--- src/sv/des_feistel_round_macros.svh ---
// ----------------------------------------------------------------------------
// DES Feistel round assertion macros
// Shared concurrent assertion forms, clocked on clk, quiet during reset.
// ----------------------------------------------------------------------------
`ifndef DES_FEISTEL_ROUND_MACROS_SVH
`define DES_FEISTEL_ROUND_MACROS_SVH

// Antecedent in this cycle implies consequent in the same cycle.
`define DFR_ASSERT_SAME(lbl, ante, cons, msg) \
	lbl: assert property (@(posedge clk) disable iff (!arst_n) (ante) |-> (cons)) \
		else $error(msg);

// Antecedent implies consequent in the next cycle.
`define DFR_ASSERT_NEXT(lbl, ante, cons, msg) \
	lbl: assert property (@(posedge clk) disable iff (!arst_n) (ante) |=> (cons)) \
		else $error(msg);

`endif

--- src/sv/desfr_pkg.sv ---
// ----------------------------------------------------------------------------
// DES Feistel round package
// Widths and the standard E, P and S tables.
// ----------------------------------------------------------------------------
package desfr_pkg;

	localparam int unsigned BLK_W  = 64;
	localparam int unsigned HALF_W = 32;
	localparam int unsigned KEY_W  = 48;

	typedef logic [BLK_W-1:0]  blk_t;
	typedef logic [HALF_W-1:0] half_t;
	typedef logic [KEY_W-1:0]  key_t;
	typedef logic [5:0]        pos_t;   // table position, 1 = msb
	typedef logic [3:0]        nib_t;

	// Expansion: output bit i (from msb) takes input position E_TAB[i]
	localparam pos_t E_TAB [48] = '{
		6'd32, 6'd1,  6'd2,  6'd3,  6'd4,  6'd5,  6'd4,  6'd5,
		6'd6,  6'd7,  6'd8,  6'd9,  6'd8,  6'd9,  6'd10, 6'd11,
		6'd12, 6'd13, 6'd12, 6'd13, 6'd14, 6'd15, 6'd16, 6'd17,
		6'd16, 6'd17, 6'd18, 6'd19, 6'd20, 6'd21, 6'd20, 6'd21,
		6'd22, 6'd23, 6'd24, 6'd25, 6'd24, 6'd25, 6'd26, 6'd27,
		6'd28, 6'd29, 6'd28, 6'd29, 6'd30, 6'd31, 6'd32, 6'd1
	};

	localparam pos_t P_TAB [32] = '{
		6'd16, 6'd7,  6'd20, 6'd21, 6'd29, 6'd12, 6'd28, 6'd17,
		6'd1,  6'd15, 6'd23, 6'd26, 6'd5,  6'd18, 6'd31, 6'd10,
		6'd2,  6'd8,  6'd24, 6'd14, 6'd32, 6'd27, 6'd3,  6'd9,
		6'd19, 6'd13, 6'd30, 6'd6,  6'd22, 6'd11, 6'd4,  6'd25
	};

	localparam nib_t SBOX_TAB [8][4][16] = '{
		'{'{4'd14,4'd4,4'd13,4'd1,4'd2,4'd15,4'd11,4'd8,4'd3,4'd10,4'd6,4'd12,4'd5,4'd9,4'd0,4'd7},
		  '{4'd0,4'd15,4'd7,4'd4,4'd14,4'd2,4'd13,4'd1,4'd10,4'd6,4'd12,4'd11,4'd9,4'd5,4'd3,4'd8},
		  '{4'd4,4'd1,4'd14,4'd8,4'd13,4'd6,4'd2,4'd11,4'd15,4'd12,4'd9,4'd7,4'd3,4'd10,4'd5,4'd0},
		  '{4'd15,4'd12,4'd8,4'd2,4'd4,4'd9,4'd1,4'd7,4'd5,4'd11,4'd3,4'd14,4'd10,4'd0,4'd6,4'd13}},
		'{'{4'd15,4'd1,4'd8,4'd14,4'd6,4'd11,4'd3,4'd4,4'd9,4'd7,4'd2,4'd13,4'd12,4'd0,4'd5,4'd10},
		  '{4'd3,4'd13,4'd4,4'd7,4'd15,4'd2,4'd8,4'd14,4'd12,4'd0,4'd1,4'd10,4'd6,4'd9,4'd11,4'd5},
		  '{4'd0,4'd14,4'd7,4'd11,4'd10,4'd4,4'd13,4'd1,4'd5,4'd8,4'd12,4'd6,4'd9,4'd3,4'd2,4'd15},
		  '{4'd13,4'd8,4'd10,4'd1,4'd3,4'd15,4'd4,4'd2,4'd11,4'd6,4'd7,4'd12,4'd0,4'd5,4'd14,4'd9}},
		'{'{4'd10,4'd0,4'd9,4'd14,4'd6,4'd3,4'd15,4'd5,4'd1,4'd13,4'd12,4'd7,4'd11,4'd4,4'd2,4'd8},
		  '{4'd13,4'd7,4'd0,4'd9,4'd3,4'd4,4'd6,4'd10,4'd2,4'd8,4'd5,4'd14,4'd12,4'd11,4'd15,4'd1},
		  '{4'd13,4'd6,4'd4,4'd9,4'd8,4'd15,4'd3,4'd0,4'd11,4'd1,4'd2,4'd12,4'd5,4'd10,4'd14,4'd7},
		  '{4'd1,4'd10,4'd13,4'd0,4'd6,4'd9,4'd8,4'd7,4'd4,4'd15,4'd14,4'd3,4'd11,4'd5,4'd2,4'd12}},
		'{'{4'd7,4'd13,4'd14,4'd3,4'd0,4'd6,4'd9,4'd10,4'd1,4'd2,4'd8,4'd5,4'd11,4'd12,4'd4,4'd15},
		  '{4'd13,4'd8,4'd11,4'd5,4'd6,4'd15,4'd0,4'd3,4'd4,4'd7,4'd2,4'd12,4'd1,4'd10,4'd14,4'd9},
		  '{4'd10,4'd6,4'd9,4'd0,4'd12,4'd11,4'd7,4'd13,4'd15,4'd1,4'd3,4'd14,4'd5,4'd2,4'd8,4'd4},
		  '{4'd3,4'd15,4'd0,4'd6,4'd10,4'd1,4'd13,4'd8,4'd9,4'd4,4'd5,4'd11,4'd12,4'd7,4'd2,4'd14}},
		'{'{4'd2,4'd12,4'd4,4'd1,4'd7,4'd10,4'd11,4'd6,4'd8,4'd5,4'd3,4'd15,4'd13,4'd0,4'd14,4'd9},
		  '{4'd14,4'd11,4'd2,4'd12,4'd4,4'd7,4'd13,4'd1,4'd5,4'd0,4'd15,4'd10,4'd3,4'd9,4'd8,4'd6},
		  '{4'd4,4'd2,4'd1,4'd11,4'd10,4'd13,4'd7,4'd8,4'd15,4'd9,4'd12,4'd5,4'd6,4'd3,4'd0,4'd14},
		  '{4'd11,4'd8,4'd12,4'd7,4'd1,4'd14,4'd2,4'd13,4'd6,4'd15,4'd0,4'd9,4'd10,4'd4,4'd5,4'd3}},
		'{'{4'd12,4'd1,4'd10,4'd15,4'd9,4'd2,4'd6,4'd8,4'd0,4'd13,4'd3,4'd4,4'd14,4'd7,4'd5,4'd11},
		  '{4'd10,4'd15,4'd4,4'd2,4'd7,4'd12,4'd9,4'd5,4'd6,4'd1,4'd13,4'd14,4'd0,4'd11,4'd3,4'd8},
		  '{4'd9,4'd14,4'd15,4'd5,4'd2,4'd8,4'd12,4'd3,4'd7,4'd0,4'd4,4'd10,4'd1,4'd13,4'd11,4'd6},
		  '{4'd4,4'd3,4'd2,4'd12,4'd9,4'd5,4'd15,4'd10,4'd11,4'd14,4'd1,4'd7,4'd6,4'd0,4'd8,4'd13}},
		'{'{4'd4,4'd11,4'd2,4'd14,4'd15,4'd0,4'd8,4'd13,4'd3,4'd12,4'd9,4'd7,4'd5,4'd10,4'd6,4'd1},
		  '{4'd13,4'd0,4'd11,4'd7,4'd4,4'd9,4'd1,4'd10,4'd14,4'd3,4'd5,4'd12,4'd2,4'd15,4'd8,4'd6},
		  '{4'd1,4'd4,4'd11,4'd13,4'd12,4'd3,4'd7,4'd14,4'd10,4'd15,4'd6,4'd8,4'd0,4'd5,4'd9,4'd2},
		  '{4'd6,4'd11,4'd13,4'd8,4'd1,4'd4,4'd10,4'd7,4'd9,4'd5,4'd0,4'd15,4'd14,4'd2,4'd3,4'd12}},
		'{'{4'd13,4'd2,4'd8,4'd4,4'd6,4'd15,4'd11,4'd1,4'd10,4'd9,4'd3,4'd14,4'd5,4'd0,4'd12,4'd7},
		  '{4'd1,4'd15,4'd13,4'd8,4'd10,4'd3,4'd7,4'd4,4'd12,4'd5,4'd6,4'd11,4'd0,4'd14,4'd9,4'd2},
		  '{4'd7,4'd11,4'd4,4'd1,4'd9,4'd12,4'd14,4'd2,4'd0,4'd6,4'd10,4'd13,4'd15,4'd3,4'd5,4'd8},
		  '{4'd2,4'd1,4'd14,4'd7,4'd4,4'd10,4'd8,4'd13,4'd15,4'd12,4'd9,4'd0,4'd3,4'd5,4'd6,4'd11}}
	};

endpackage

--- src/sv/desfr_f.sv ---
// ----------------------------------------------------------------------------
// DES round function
// f(R, K) = P(S(E(R) ^ K)), purely combinational.
// ----------------------------------------------------------------------------
module desfr_f (
	input  desfr_pkg::half_t right,
	input  desfr_pkg::key_t  key,
	output desfr_pkg::half_t f_out
);

	desfr_pkg::key_t  expanded;
	desfr_pkg::key_t  mixed;
	desfr_pkg::half_t subst;

	// expansion: position p (1 = msb) is bit 32 - p
	always_comb begin
		for (int i = 0; i < 48; i++) begin
			expanded[47 - i] = right[5'(6'd32 - desfr_pkg::E_TAB[i])];
		end
	end

	assign mixed = expanded ^ key;

	// eight S-boxes, S1 on the top group; row = outer bits, column = middle four
	always_comb begin
		logic [5:0] grp;
		grp = '0;
		for (int i = 0; i < 8; i++) begin
			grp = mixed[6*(7 - i) +: 6];
			subst[4*(7 - i) +: 4] = desfr_pkg::SBOX_TAB[i][{grp[5], grp[0]}][grp[4:1]];
		end
	end

	always_comb begin
		for (int i = 0; i < 32; i++) begin
			f_out[31 - i] = subst[5'(6'd32 - desfr_pkg::P_TAB[i])];
		end
	end

endmodule

--- src/sv/des_feistel_round.sv ---
// ----------------------------------------------------------------------------
// DES Feistel round
// An accepted item passes the input reg, then the result reg, to result valid.
// Throughput one item per cycle unless result_ready stalls; the f path (E, S-boxes, P) sits between them.
// Reset clears both valid flags only; data registers are not reset.
// ----------------------------------------------------------------------------
`include "des_feistel_round_macros.svh"

module des_feistel_round (
	input  logic                clk,
	input  logic                arst_n,
	// input channel
	input  logic                item_valid,
	output logic                item_ready,
	input  desfr_pkg::blk_t     block_in,
	input  desfr_pkg::key_t     round_key,
	// result channel
	output logic                result_valid,
	input  logic                result_ready,
	output desfr_pkg::blk_t     block_out
);

	// Stage 1: captured item
	logic             vld_s1;
	desfr_pkg::blk_t  blk_s1;
	desfr_pkg::key_t  key_s1;

	// Stage 2: finished result
	logic             vld_s2;
	desfr_pkg::blk_t  blk_s2;

	logic             adv_s2;    // stage 2 can take a new value
	logic             adv_s1;    // stage 1 can take a new item
	desfr_pkg::half_t f_val;

	// Ready ripples back from the output: each stage accepts when empty or
	// when its content moves on in the same cycle, so no bubbles under flow.
	assign adv_s2     = !vld_s2 || result_ready;
	assign adv_s1     = !vld_s1 || adv_s2;
	assign item_ready = adv_s1;

	always_ff @(posedge clk or negedge arst_n) begin
		if (!arst_n) begin
			vld_s1 <= 1'b0;
		end else if (adv_s1) begin
			vld_s1 <= item_valid;
		end
	end

	always_ff @(posedge clk) begin
		if (adv_s1 && item_valid) begin
			blk_s1 <= block_in;
			key_s1 <= round_key;
		end
	end

	// round function on the right half of the held item
	desfr_f u_f (
		.right (blk_s1[desfr_pkg::HALF_W-1:0]),
		.key   (key_s1),
		.f_out (f_val)
	);

	always_ff @(posedge clk or negedge arst_n) begin
		if (!arst_n) begin
			vld_s2 <= 1'b0;
		end else if (adv_s2) begin
			vld_s2 <= vld_s1;
		end
	end

	// left ^= f, right passes, halves not swapped
	always_ff @(posedge clk) begin
		if (adv_s2 && vld_s1) begin
			blk_s2 <= {blk_s1[desfr_pkg::BLK_W-1:desfr_pkg::HALF_W] ^ f_val,
			           blk_s1[desfr_pkg::HALF_W-1:0]};
		end
	end

	assign result_valid = vld_s2;
	assign block_out    = blk_s2;

	// ---------------------------------------------------------------- checks
	// an empty result stage must never block the input
	`DFR_ASSERT_SAME(a_ready_when_out_empty, !result_valid, item_ready, "input blocked with empty output")

	// a held item stays put while the input is stalled
	`DFR_ASSERT_NEXT(a_s1_hold, vld_s1 && !item_ready, vld_s1 && $stable(blk_s1) && $stable(key_s1), "stalled item lost or changed")

	// an accepted item not stalled at the result stage emerges with its right half intact
	`DFR_ASSERT_NEXT(a_right_passes, (item_valid && item_ready) ##1 (!result_valid || result_ready), result_valid && (block_out[31:0] == $past(block_in[31:0], 2)), "right half not carried through")

endmodule

--- config.mk ---
export PLATFORM = sky130hd
export DESIGN_NAME = des_feistel_round
export DESIGN_NICKNAME = d
export VERILOG_FILES = /design/src/sv/desfr_pkg.sv /design/src/sv/desfr_f.sv /design/src/sv/des_feistel_round.sv
export VERILOG_INCLUDE_DIRS = /design/src /design/src/sv
export SDC_FILE = /design/constraint.sdc
export NUM_CORES = 1
export LEC_CHECK = 0
export ABC_CLOCK_PERIOD_IN_PS = 4800
export BUFFER_PORTS_ARGS = -buffer_cell sky130_fd_sc_hd__buf_2
export CAP_MARGIN = 25
export CORE_MARGIN = 2
export CORE_UTILIZATION = 58
export DETAILED_ROUTE_END_ITERATION = 6
export HOLD_SLACK_MARGIN = 0.05
export PLACE_DENSITY = 0.93
export SYNTH_ARGS = -nofsm -noshare
export SYNTH_HDL_FRONTEND = slang
export SYNTH_SLANG_ARGS = --single-unit
--- constraint.sdc ---
create_clock -name clk -period 4.8 [get_ports clk]
set_clock_uncertainty 0.15 [all_clocks]
set_input_delay 0.72 -clock clk [delete_from_list [all_inputs] [get_ports clk]]
set_output_delay 0.72 -clock clk [all_outputs]
set_load 0.03 [all_outputs]
==> After elaboration in Yosys (flattened, before gate mapping) <==
Cells that the tools add are included.
{ "totals": {"ff_bits": 178, "latchBits": 0, "mem_bits_rw": 0, "rom_bits": 0, "elab_cells": 93, "mem_count": 0} }
{ "op_classes": {"add_sub_neg": 0, "mul": 0, "div_mod_pow": 0, "n_lt_le_gt_ge": 16, "eq_ne": 0, "shifts": 0, "mux": 48, "n_bitwise": 18, "reduce_logical": 6} }
{ "op_table": {"columns": ["cell", "count"], "rows": [
  ["$bmux W64 S2", 8],
  ["$mux W64", 16],
  ["$bmux W4 S4", 8],
  ["$mux W4", 16],
  ["$xor A48 B48 Y48", 1],
  ["$ge A5 B5 Y1 const B", 8],
  ["$not A4 Y5", 8],
  ["$xor A32 B32 Y32", 1],
  ["$ge A3 B3 Y1 const B", 8],
  ["$not A2 Y3", 8],
  ["$logic_and A1 B1 Y1", 2],
  ["$logic_not A1 Y1", 2],
  ["$logic_or A1 B1 Y1", 2]
]} }

==> Logic depth before layout (Yosys ltp) <==
Gate-level depths: netlist of the first run.
{ "depth": {"ltp_word": 9, "ltp_mapped": 9, "ltp_nobuf": 9} }

==> Cells and area by module <==
From an unflattened synthesis of the first run, not the netlist that was laid out.
{ "hier_totals": {"hier_cells": 971, "hier_area_um2": 11069.4} }
{ "modules_own_cells": {"columns": ["mod", "instances", "cells_per_inst", "area_per_inst_um2", "seq_area_each_um2"], "rows": [
  ["des_feistel_round", 1, 216, 5669.2, 5335.1],
  ["desfr_f", 1, 755, 5400.2, 0.0]
]} }

==> Least setup slack after synthesis of the first run <==
Ideal clock, no wire load.
{ "synth_timing": {"kind": "input -> register", "startpoint": "input port result_ready", "endpoint": "register blk_s1[0] (enable)", "setup_ps": 483, "arrival_ps": 3682, "slack_ps": 485, "cell_stages": 2, "path_buffers": 0, "path_cell_list": "nand3b_1 > and2_1"} }
{ "synth_via": {"elab_chain_len": 3} }
{ "synth_rtl": {"columns": ["item", "line", "source"], "rows": [
  ["start, declared", "des_feistel_round.sv:19", "input logic result_ready,"],
  ["$logic_or A1 B1 Y1", "des_feistel_round.sv:38", "assign adv_s2 = !vld_s2 || result_ready;"],
  ["$logic_or A1 B1 Y1", "des_feistel_round.sv:39", "assign adv_s1 = !vld_s1 || adv_s2;"],
  ["$logic_and A1 B1 Y1", "des_feistel_round.sv:51", "if (adv_s1 && item_valid) begin"],
  ["end signal, assigned", "des_feistel_round.sv:52", "blk_s1 <= block_in;"],
  ["end, declared", "des_feistel_round.sv:25", "desfr_pkg::blk_t blk_s1;"]
]} }
Every way passes these cells.
A chain may end at the register's enable or synchronous reset.

==> Final worst setup path of the first run <==
{ "layout_timing": {"startpoint": "register blk_s1[15]", "endpoint": "register blk_s2[44], in the netlist block_out[44] (data pin)"} }
{ "layout_via": {"elab_chain_len": 9} }
{ "layout_rtl": {"columns": ["item", "line", "source"], "rows": [
  ["$xor A48 B48 Y48", "desfr_f.sv:22", "assign mixed = expanded ^ key;"],
  ["$not A2 Y3 (not written as such)", "desfr_f.sv:30", "subst[4*(7 - i) +: 4] = desfr_pkg::SBOX_TAB[i][{grp[5], grp[0]}][grp[4:1]];"],
  ["$bmux W64 S2", "desfr_f.sv:30", null],
  ["$mux W64 (not written as such) (2 in a row)", "desfr_f.sv:30", null],
  ["$bmux W4 S4", "desfr_f.sv:30", null],
  ["$mux W4 (not written as such) (2 in a row)", "desfr_f.sv:30", null],
  ["$xor A32 B32 Y32", "des_feistel_round.sv:75", "blk_s2 <= {blk_s1[desfr_pkg::BLK_W-1:desfr_pkg::HALF_W] ^ f_val,"],
  ["end signal, assigned", "des_feistel_round.sv:75", null],
  ["end, declared", "des_feistel_round.sv:30", "desfr_pkg::blk_t blk_s2;"]
]} }
Every way passes these cells. The select of a mux whose other input is x is not followed.

==> results of run 1 <==
-- worst paths after layout --
check                                 to    startpoint
setup / recovery           block_out[44]    blk_s1[15]
hold / removal                blk_s1[61]  block_in[61]
setup reg to reg           block_out[44]    blk_s1[15]
hold reg to reg             block_out[6]     blk_s1[6]
max in group asynchronous         vld_s1        arst_n
min in group asynchronous   result_valid        arst_n
-- repair_timing --
action,4_1_cts,5_1_grt
endpoints found under the hold margin,2,0
hold buffers,1,0
setup endpoints to repair,0,0
-- worst register-to-register path, cell delays in order, from the launching register on --
cell and delay (ps):
edfxtp_1 430, xnor2_1 600, inv_1 190, ha_1 540
nand2b_1 190, o21ai_0 100, mux4_2 480, o22ai_1 180
xnor2_1 100
-- placed cells by master, fill, tap and decap left out, types with 20 or more instances in the layout --
master,instances
nand3_1,29
xor2_1,56
edfxtp_1,176
nand2_1,63
nor2_1,56
buf_2,181
mux2i_1,25
ha_1,63
o21ai_0,33
a211oi_1,20
mux4_2,34
a21oi_1,30
o211ai_1,21
xnor2_1,63
inv_1,38
-- power groups by stage --
stage / Clock [mW] / Sequential [mW] / Combinational (mW)
floorplan: 0 / 2.16 / 1.04
global placement: 0 / 2.00 / 1.50
detailed placement: 0 / 2.01 / 1.55
CTS: 1.49 / 1.97 / 1.57
global route: 1.55 / 1.99 / 1.73
finish: 1.47 / 1.97 / 1.59
-- final cells by class --
type,instances,share of cell area [%]
well taps,234,2.29
clock inverters,15,1.59
multi-input cells,643,41.6
clock buffers,17,3.33
repair buffers,200,8.32
diodes,1,0.0196
inverters,39,1.15
flip-flops and latches,178,41.7
-- logic make-up after synthesis --
| kind of cell | share of synthesized area, % |
|---|---|
| multiplexers | 9.93 |
| XOR/XNOR | 11.0 |
| flip-flops | 48.6 |
| AND/OR/NAND/NOR | 7.79 |
| buffers and inverters | 3.13 |
| AO/OA/AOI/OAI | 12.4 |
| adder cells (fa/ha/maj) | 7.18 |
-- metal layers --
layer	up-vias	track usage (%)
met4	0	9.00
met5	-	0
met2	497	42.1
met1	3941	31.8
met3	68	4.96
li1	3773	-
-- stage by stage --
stage	hold WS (ps)	cell area (µm²)	util, %	std cells	worst slack, ps
after floorplan	274	11000	-	901	485
after global placement	301	12100	64.8	1286	1730
after detailed placement	310	12100	65.0	1289	1700
after CTS	285	12700	68.4	1322	1620
after global routing	288	12800	68.6	1327	1350
final	308	12800	68.6	1327	1570
-- cell usage after synthesis, types with 10 or more instances --
| master | n | share of area, % |
|---|---|---|
| a211oi_1 | 20 | 1.4 |
| a21oi_1 | 30 | 1.4 |
| a31oi_1 | 12 | 0.68 |
| buf_2 | 10 | 0.46 |
| clkbuf_1 | 27 | 0.92 |
| edfxtp_1 | 176 | 48 |
| ha_1 | 63 | 7.2 |
| inv_1 | 38 | 1.3 |
| mux2i_1 | 25 | 2.3 |
| mux4_2 | 34 | 7.0 |
| nand2_1 | 63 | 2.2 |
| nand3_1 | 29 | 1.3 |
| nor2_1 | 56 | 1.9 |
| nor3_1 | 14 | 0.64 |
| o211ai_1 | 21 | 1.4 |
| o21ai_0 | 33 | 1.5 |
| o221ai_1 | 15 | 1.2 |
| xnor2_1 | 63 | 5.0 |
| xor2_1 | 56 | 4.5 |
-- registers in the layout (all words and copies together), names as in the netlist --
register,cells
block_out,64
vld_s1,1
key_s1,48
result_valid,1
blk_s1,64
==> metrics, run 1 <==
clock tree buffer depth 2; Yosys reg bits 178; Post-Route WL 24600 µm; Total Power 5.04 mW; top cell family by delay on the critical path XOR/XNOR gates; Tcrit/Tclk final 67.2%; FF+latch area 5340 µm²; RSZ-0062 raised after global routing false; worst-path fanout max 11; IO Pins 182; CTS clk-pin slew, worst paths 80 ps; final-report setup violation count 0; Final #Nets 1258; CTS Buf Count 17; # Post-CTS Setup Buffers 0; worst slew pin tran 1080 ps; slew margin rel. 27.5%; first-pass GRT wire length 39400 µm; wl on met1 9570 µm; Routability Congestion 0.945; Syn Area/Cell 12.2 µm²; row cnt 50; drt pass-1 iters 5; layout cells sized above 1 26.1%; Wirelength per Cell 18.6 µm; Syn Inst Count 901; CP Depth 8; Residual DRC 0; P per Cell Area 394 nW/µm²; Sequential Power Share 39.1%; Crit. End Element flop; Achievable Freq 0.310 GHz; Vias 8279; DR vias/cell 6.24; Synth Net Count 1080; max-cap violation count 0; Starting Density 58.9%; H-tree Lvls 4; CP required 4830 ps; IO buf count 181; Final Critical Period 3230 ps; combinational share of power 31.6%; hpwl dp 17000 µm; NetSw 1.66 mW; FILL cells 1303; CP Buf/Inv Count 1; Reg2Reg Depth 8; CP max stage delay 600 ps; Starting DRT DRC Count 943; cts repair resizes 0; Remaining Overflow, GRT 0; Post-synth EDFFs 176; uppermost routed layer met4; largest vdd supply drop 0.250 mV; Root Driver clkbuf_16; Final Max Slew Viols 0; clock power share 29.2%; WHS Path Cells 1; Post-synth ARST share 1.12%; met3 WL post-DR 1960 µm; startpoint types flop; critical path, cell by cell xnor2_1 -> inv_1 -> ha_1 -> nand2b_1 -> o21ai_0 -> mux4_2 -> o22ai_1 -> xnor2_1; Clock Latency Late Sink 430 ps; Clock Sinks 178; Worst EP arrival 3250 ps; Lkg Pwr 5.00 nW; switching share of power 32.9%; CTS tree done; vias in the first global route 7862; Total GRT Usage 24.8%; antenna viol nets, final 0; core area 18600 µm²; hold crit path type primary input to flop; Syn-to-layout area delta 16.3%; Multi-input gate area 5310 µm²; Worst R2R Setup Slack 1570 ps; die width 142 µm; Netlist cell types 58; Mapped Area 11000 µm²; Int Power 3.38 mW; Seq/Total Area, Yosys 48.6%; most used cell, CP xnor2_1; Synth warnings 0; final hold violations 0; met2 WL 12500 µm; initial antenna violation count 1; Crit-path slowest cell xnor2_1; status finished clean; critical path type flop to flop; Die Area 20100 µm²; Chip Height 142 µm; TNS Setup 0 ps; Most used DFF post-synth edfxtp_1; largest net degree at the start of global routing 65
(Power assumes the default switching activity.)
==> inputs of run 2 (changes only) <==
Settings changed: ABC_CLOCK_PERIOD_IN_PS 4800 to 3000.
Clock period 4.8 ns to 3 ns, I/O delays scaled along.
==> run 2 against run 1 <==
The flow now finishes with violations (DRC). Combinational power rose by 80%. Sequential power up 60%. Fmax rose by 11%. Sequential share of layout area shrank 4.5 points. Critical path depth is 2 lower. Count of clock-buffer cells in the layout rose by 1. First-iteration DRC count up 12%. Non-clock buffer count increased by 161. Power rose by 66%. Clock power rose by 60%.
==> metrics, run 2 (synthesis results as in run 1) <==
initial antenna violation count 1; Residual DRC 1; final-report setup violation count 0; RSZ-0062 raised after global routing false; hold crit path type primary input to flop; Reg2Reg Depth 6; first-pass GRT wire length 45500 µm; Final Max Slew Viols 0; largest net degree at the start of global routing 52; Starting DRT DRC Count 1053; commonest cells after routing, fill and taps aside buf_2 (181), edfxtp_1 (176), dlygate4sd3_1 (112); Clock Latency Late Sink 440 ps; CTS Buf Count 17; Wirelength per Cell 19.9 µm; placed cell count 1342; critical path type flop to flop; CTS tree done; Die Area 20100 µm²; Final Critical Period 2900 ps; Lkg Pwr 5.72 nW; Worst EP arrival 2940 ps; Starting Density 58.9%; Remaining Overflow, GRT 0; worst slew pin tran 870 ps; Achievable Freq 0.345 GHz; antenna viol nets, final 0; CTS clk-pin slew, worst paths 70 ps; vias in the first global route 8975; TNS Setup 0 ps; DR vias/cell 6.13; max-cap violation count 0; WHS Path Cells 1; slew margin rel. 41.8%; Vias 9134; Post-DP Area 12500 µm²; row cnt 50; worst-path fanout max 11; most common cell after layout, fill and taps aside buf_2; Final #Nets 1419; Crit. End Element flop; FF-to-FF End block_out[47]; H-tree Lvls 4; Chip Height 142 µm; Tcrit/Tclk final 96.8%; IO buf count 181; Clock Sinks 178; utilization after layout 76.9%; worst r2r src blk_s1[0]; Worst R2R Setup Slack 100 ps; Syn-to-layout area delta 30.5%; non-filler cells, final 1490; FILL cells 1091; Worst Hold End blk_s1[22]; layout cells sized above 1 27.1%; hold path startpoint block_in[22]; Post-Route WL 29600 µm; fin area 14300 µm²; IO Pins 182; startpoint types flop; CP required 3040 ps; Total GRT Usage 29.2%; Routability Congestion 0.937; status finished with violations; # Post-CTS Setup Buffers 0; final hold violations 0; P per Cell Area 584 nW/µm²; largest vdd supply drop 0.377 mV; die width 142 µm; failing checks DRC; drt pass-1 iters 7; hpwl dp 17500 µm; clock tree buffer depth 2; Root Driver clkbuf_16; core area 18600 µm²
==> run 2: cell types whose count changed in the layout (fill, tap and decap cells not counted), moves of 2 or more <==
cell           previous run  this run
buf_4                    17        66
clkinv_2                  0         2
diode_2                   1         3
dlygate4sd3_1             1       112
inv_6                     1         3
inv_8                     3         1
xnor2_1                  63        61
xor2_2                    8         6
xor2_4                    0         3
==> run 2: worst max-delay path, stage by stage (launching register included) <==
cell and delay (ps):
edfxtp_1 520, xor2_4 400, inv_1 180, ha_1 270, mux4_1 490, mux4_2 490, xor2_1 150
==> run 2: area by class of cell <==
type / count / area, µm² / area share, %
Tap cell: 234 / 293 / 2.04
Antenna cell: 3 / 7.51 / 0.0524
Timing Repair Buffer: 361 / 2560 / 17.9
Clock inverter: 14 / 179 / 1.25
Inverter: 39 / 146 / 1.02
Sequential cell: 178 / 5340 / 37.2
Multi-Input combinational cell: 643 / 5380 / 37.5
Clock buffer: 18 / 429 / 2.99
==> run 2: power breakdown <==
group          total [mW]  internal, mW  switching (mW)
Sequential           3.16          3.05           0.116
Combinational        2.86          1.22            1.64
Clock                2.35          1.33            1.03
==> run 2: worst max path at each step <==
stage                    start             to  slack (ps)  cells after the start
floorplan           blk_s1[15]  block_out[63]          50                      9
global placement     blk_s1[0]  block_out[47]         170                      6
detailed placement   blk_s1[0]  block_out[47]          50                      6
CTS                  blk_s1[0]  block_out[47]          40                      6
global route         blk_s1[0]  block_out[47]          20                      6
finish               blk_s1[0]  block_out[47]         100                      6
==> run 2: per-stage QoR <==
step | hold WS (ps) | total power, mW | worst slack [ps]
final | 72.1 | 8.38 | 97.5
after detailed placement | 86.1 | 5.81 | 54.9
after global placement | 87.1 | 5.72 | 167
after global routing | 53.5 | 8.72 | 18.9
after floorplan | 4.41 | 5.11 | 45.0
after CTS | 50.3 | 8.25 | 40.6
==> run 2: routing by layer <==
layer	vias to the layer above	global-route usage (%)	wire length [µm]
met5	-	0	0
li1	4096	-	-
met1	4323	34.5	10600
met4	0	12.8	1280
met2	587	51.8	15400
met3	128	5.84	2280
==> run 2: repair_timing <==
item | 4_1_cts | 5_1_grt
hold buffers | 108 | 4
resized for setup | 0 | 8
endpoints found under the hold margin | 109 | 4
endpoints found under the setup margin | 0 | 12
==> inputs of run 3 (changes only) <==
Settings changed: ABC_AREA set to 1, PLACE_DENSITY 0.93 to 0.92.
==> run 3 against run 2 <==
The flow still finishes with violations (DRC). Via count up 19%. Worst setup slack better by 450 ps. Sequential cell count unchanged. Clock power down 5%. Critical endpoint is now block_out[40].
==> metrics, run 3 <==
Total GRT Usage 27.9%; clock tree buffer depth 2; Post-synth EDFFs 176; final-report setup violation count 0; # Post-CTS Setup Buffers 0; non-filler cells, final 1976; Syn Area/Cell 8.14 µm²; post-synth top area share 45.7%; Lkg Pwr 6.88 nW; Final #Nets 1876; antenna viol nets, final 0; drt pass-1 iters 7; first-pass GRT wire length 48400 µm; Synth Net Count 1600; Starting Density 59.3%; Wirelength per Cell 15.0 µm; worst slew pin tran 782 ps; startpoint types flop; layout cells sized above 1 15.5%; Hold WS 67.0 ps; final hold violations 0; hold path startpoint block_in[48]; worst r2r src blk_s1[19]; core area 19500 µm²; Final Max Slew Viols 0; Vias 10898; Crit. End Element flop; Starting DRT DRC Count 908; top post-synthesis cells by area edfxtp_1 (46%), nand2_1 (20%), nand3_1 (15%), ha_1 (6.8%), inv_1 (3.1%); Synth warnings 0; Worst EP arrival 2480 ps; Post-synth ARST share 1.12%; Most used DFF post-synth edfxtp_1; synth cell count leaders nand2_1 (610), nand3_1 (339), edfxtp_1 (176); Reg2Reg Depth 10; H-tree Lvls 4; RSZ-0062 raised after global routing false; WHS Path Cells 1; utilization after layout 73.2%; FF-to-FF End block_out[40]; largest net degree at the start of global routing 113; largest vdd supply drop 0.386 mV; row cnt 51; worst-path fanout max 6; Seq/Total Area, Yosys 46.1%; Tcrit/Tclk final 81.6%; commonest cells after routing, fill and taps aside nand2_1 (609), nand3_1 (338), buf_2 (181); Final Critical Period 2450 ps; failing checks DRC; max-cap violation count 0; Worst Hold End blk_s1[48]; Root Driver clkbuf_16; Routability Congestion 0.940; most common cell in the netlist nand2_1; CP required 3030 ps; Mapped Area 11600 µm²; IO Pins 182; Netlist cell types 25; Yosys reg bits 178; hpwl dp 19400 µm; Clock Latency Late Sink 430 ps; status finished with violations; most common cell after layout, fill and taps aside nand2_1; Post-Route WL 29500 µm; IO buf count 181; Residual DRC 6; CTS Buf Count 17; initial antenna violation count 2; P per Cell Area 558 nW/µm²; Syn Inst Count 1421; Yosys top cell by area edfxtp_1; Clock Sinks 178; hold crit path type primary input to flop; CTS tree done; critical path type flop to flop; die width 145 µm; slew margin rel. 47.6%; DR vias/cell 5.52; Remaining Overflow, GRT 0; Syn-to-layout area delta 23.5%; CTS clk-pin slew, worst paths 70 ps; placed cell count 1842; Die Area 21100 µm²; vias in the first global route 10325; Worst R2R Setup Slack 550 ps; Achievable Freq 0.408 GHz; Chip Height 145 µm
## run 3: changes by cell type after synthesis, sizes merged, moves of 20 or more
cell,delta
nand2,+553
nand3,+314
inv,+71
nor2,-52
xor2,-52
xnor2,-38
mux4,-36
o21ai,-31
clkbuf,-28
a21oi,-25
mux2i,-25
nand3b,+21
o211ai,-21
a211oi,-20
## run 3: layout make-up
cell class,count,area [µm²]
Tap cell,265,332
Clock buffer,19,433
Antenna cell,3,7.51
Sequential cell,178,5340
Clock inverter,11,139
Timing Repair Buffer,289,1980
Inverter,110,417
Fill cell,1413,5230
Multi-Input combinational cell,1101,5650
## run 3: worst max path at each step
stage / start / to / slack, ps / depth (start not counted)
global placement: blk_s1[19] / block_out[40] / 720 / 10
detailed placement: blk_s1[24] / block_out[40] / 570 / 10
finish: blk_s1[19] / block_out[40] / 550 / 10
CTS: blk_s1[24] / block_out[40] / 560 / 10
global route: blk_s1[24] / block_out[40] / 330 / 10
floorplan: result_ready / blk_s1[0] / -20 / 4
## run 3: repair_timing
| action | CTS | global route |
|---|---|---|
| hold buffers | 100 | 1 |
| gates resized for setup | 0 | 0 |
| endpoints found under the hold margin | 101 | 1 |
## run 3: layer usage
metal	GRT usage, %	vias up	wire [µm]
met4	10.3	0	806
met5	0	-	0
met3	4.21	74	2320
met2	50.3	565	15100
li1	-	5280	-
met1	33.7	4979	11300
## run 3: cell families after synthesis
kind of cell    share of synthesized area, %
compound gates                         0.389
simple gates                            37.0
buf+inv                                 5.33
xor+xnor                                4.41
flops                                   46.1
fa+ha+maj                               6.81
## run 3: where the power goes
part | switching, mW | internal [mW] | total [mW]
clock network | 0.933 | 1.30 | 2.23
logic | 1.69 | 0.863 | 2.55
registers | 0.136 | 3.06 | 3.19
total | 2.76 | 5.22 | 7.97
## run 3: critical path, stage by stage (launching register included)
cell and delay [ps]:
edfxtp_1 480, xor2_1 450, ha_1 340, inv_1 100, nand2_1 120, nand3_1 200, nand2_1 80, nand2_1 60
nand3_1 90, nand3b_1 100, nand2_1 60
## run 3: metrics by stage
| step | instance area [µm²] | power [mW] | TNS (ps) | worst slack (ps) |
|---|---|---|---|---|
| after floorplan | 11600 | 5.06 | -1740 | -15.5 |
| after global placement | 12700 | 5.57 | 0 | 721 |
| after detailed placement | 12700 | 5.62 | 0 | 569 |
| after CTS | 14300 | 7.94 | 0 | 559 |
| after global routing | 14300 | 8.41 | 0 | 328 |
| final | 14300 | 7.97 | 0 | 551 |
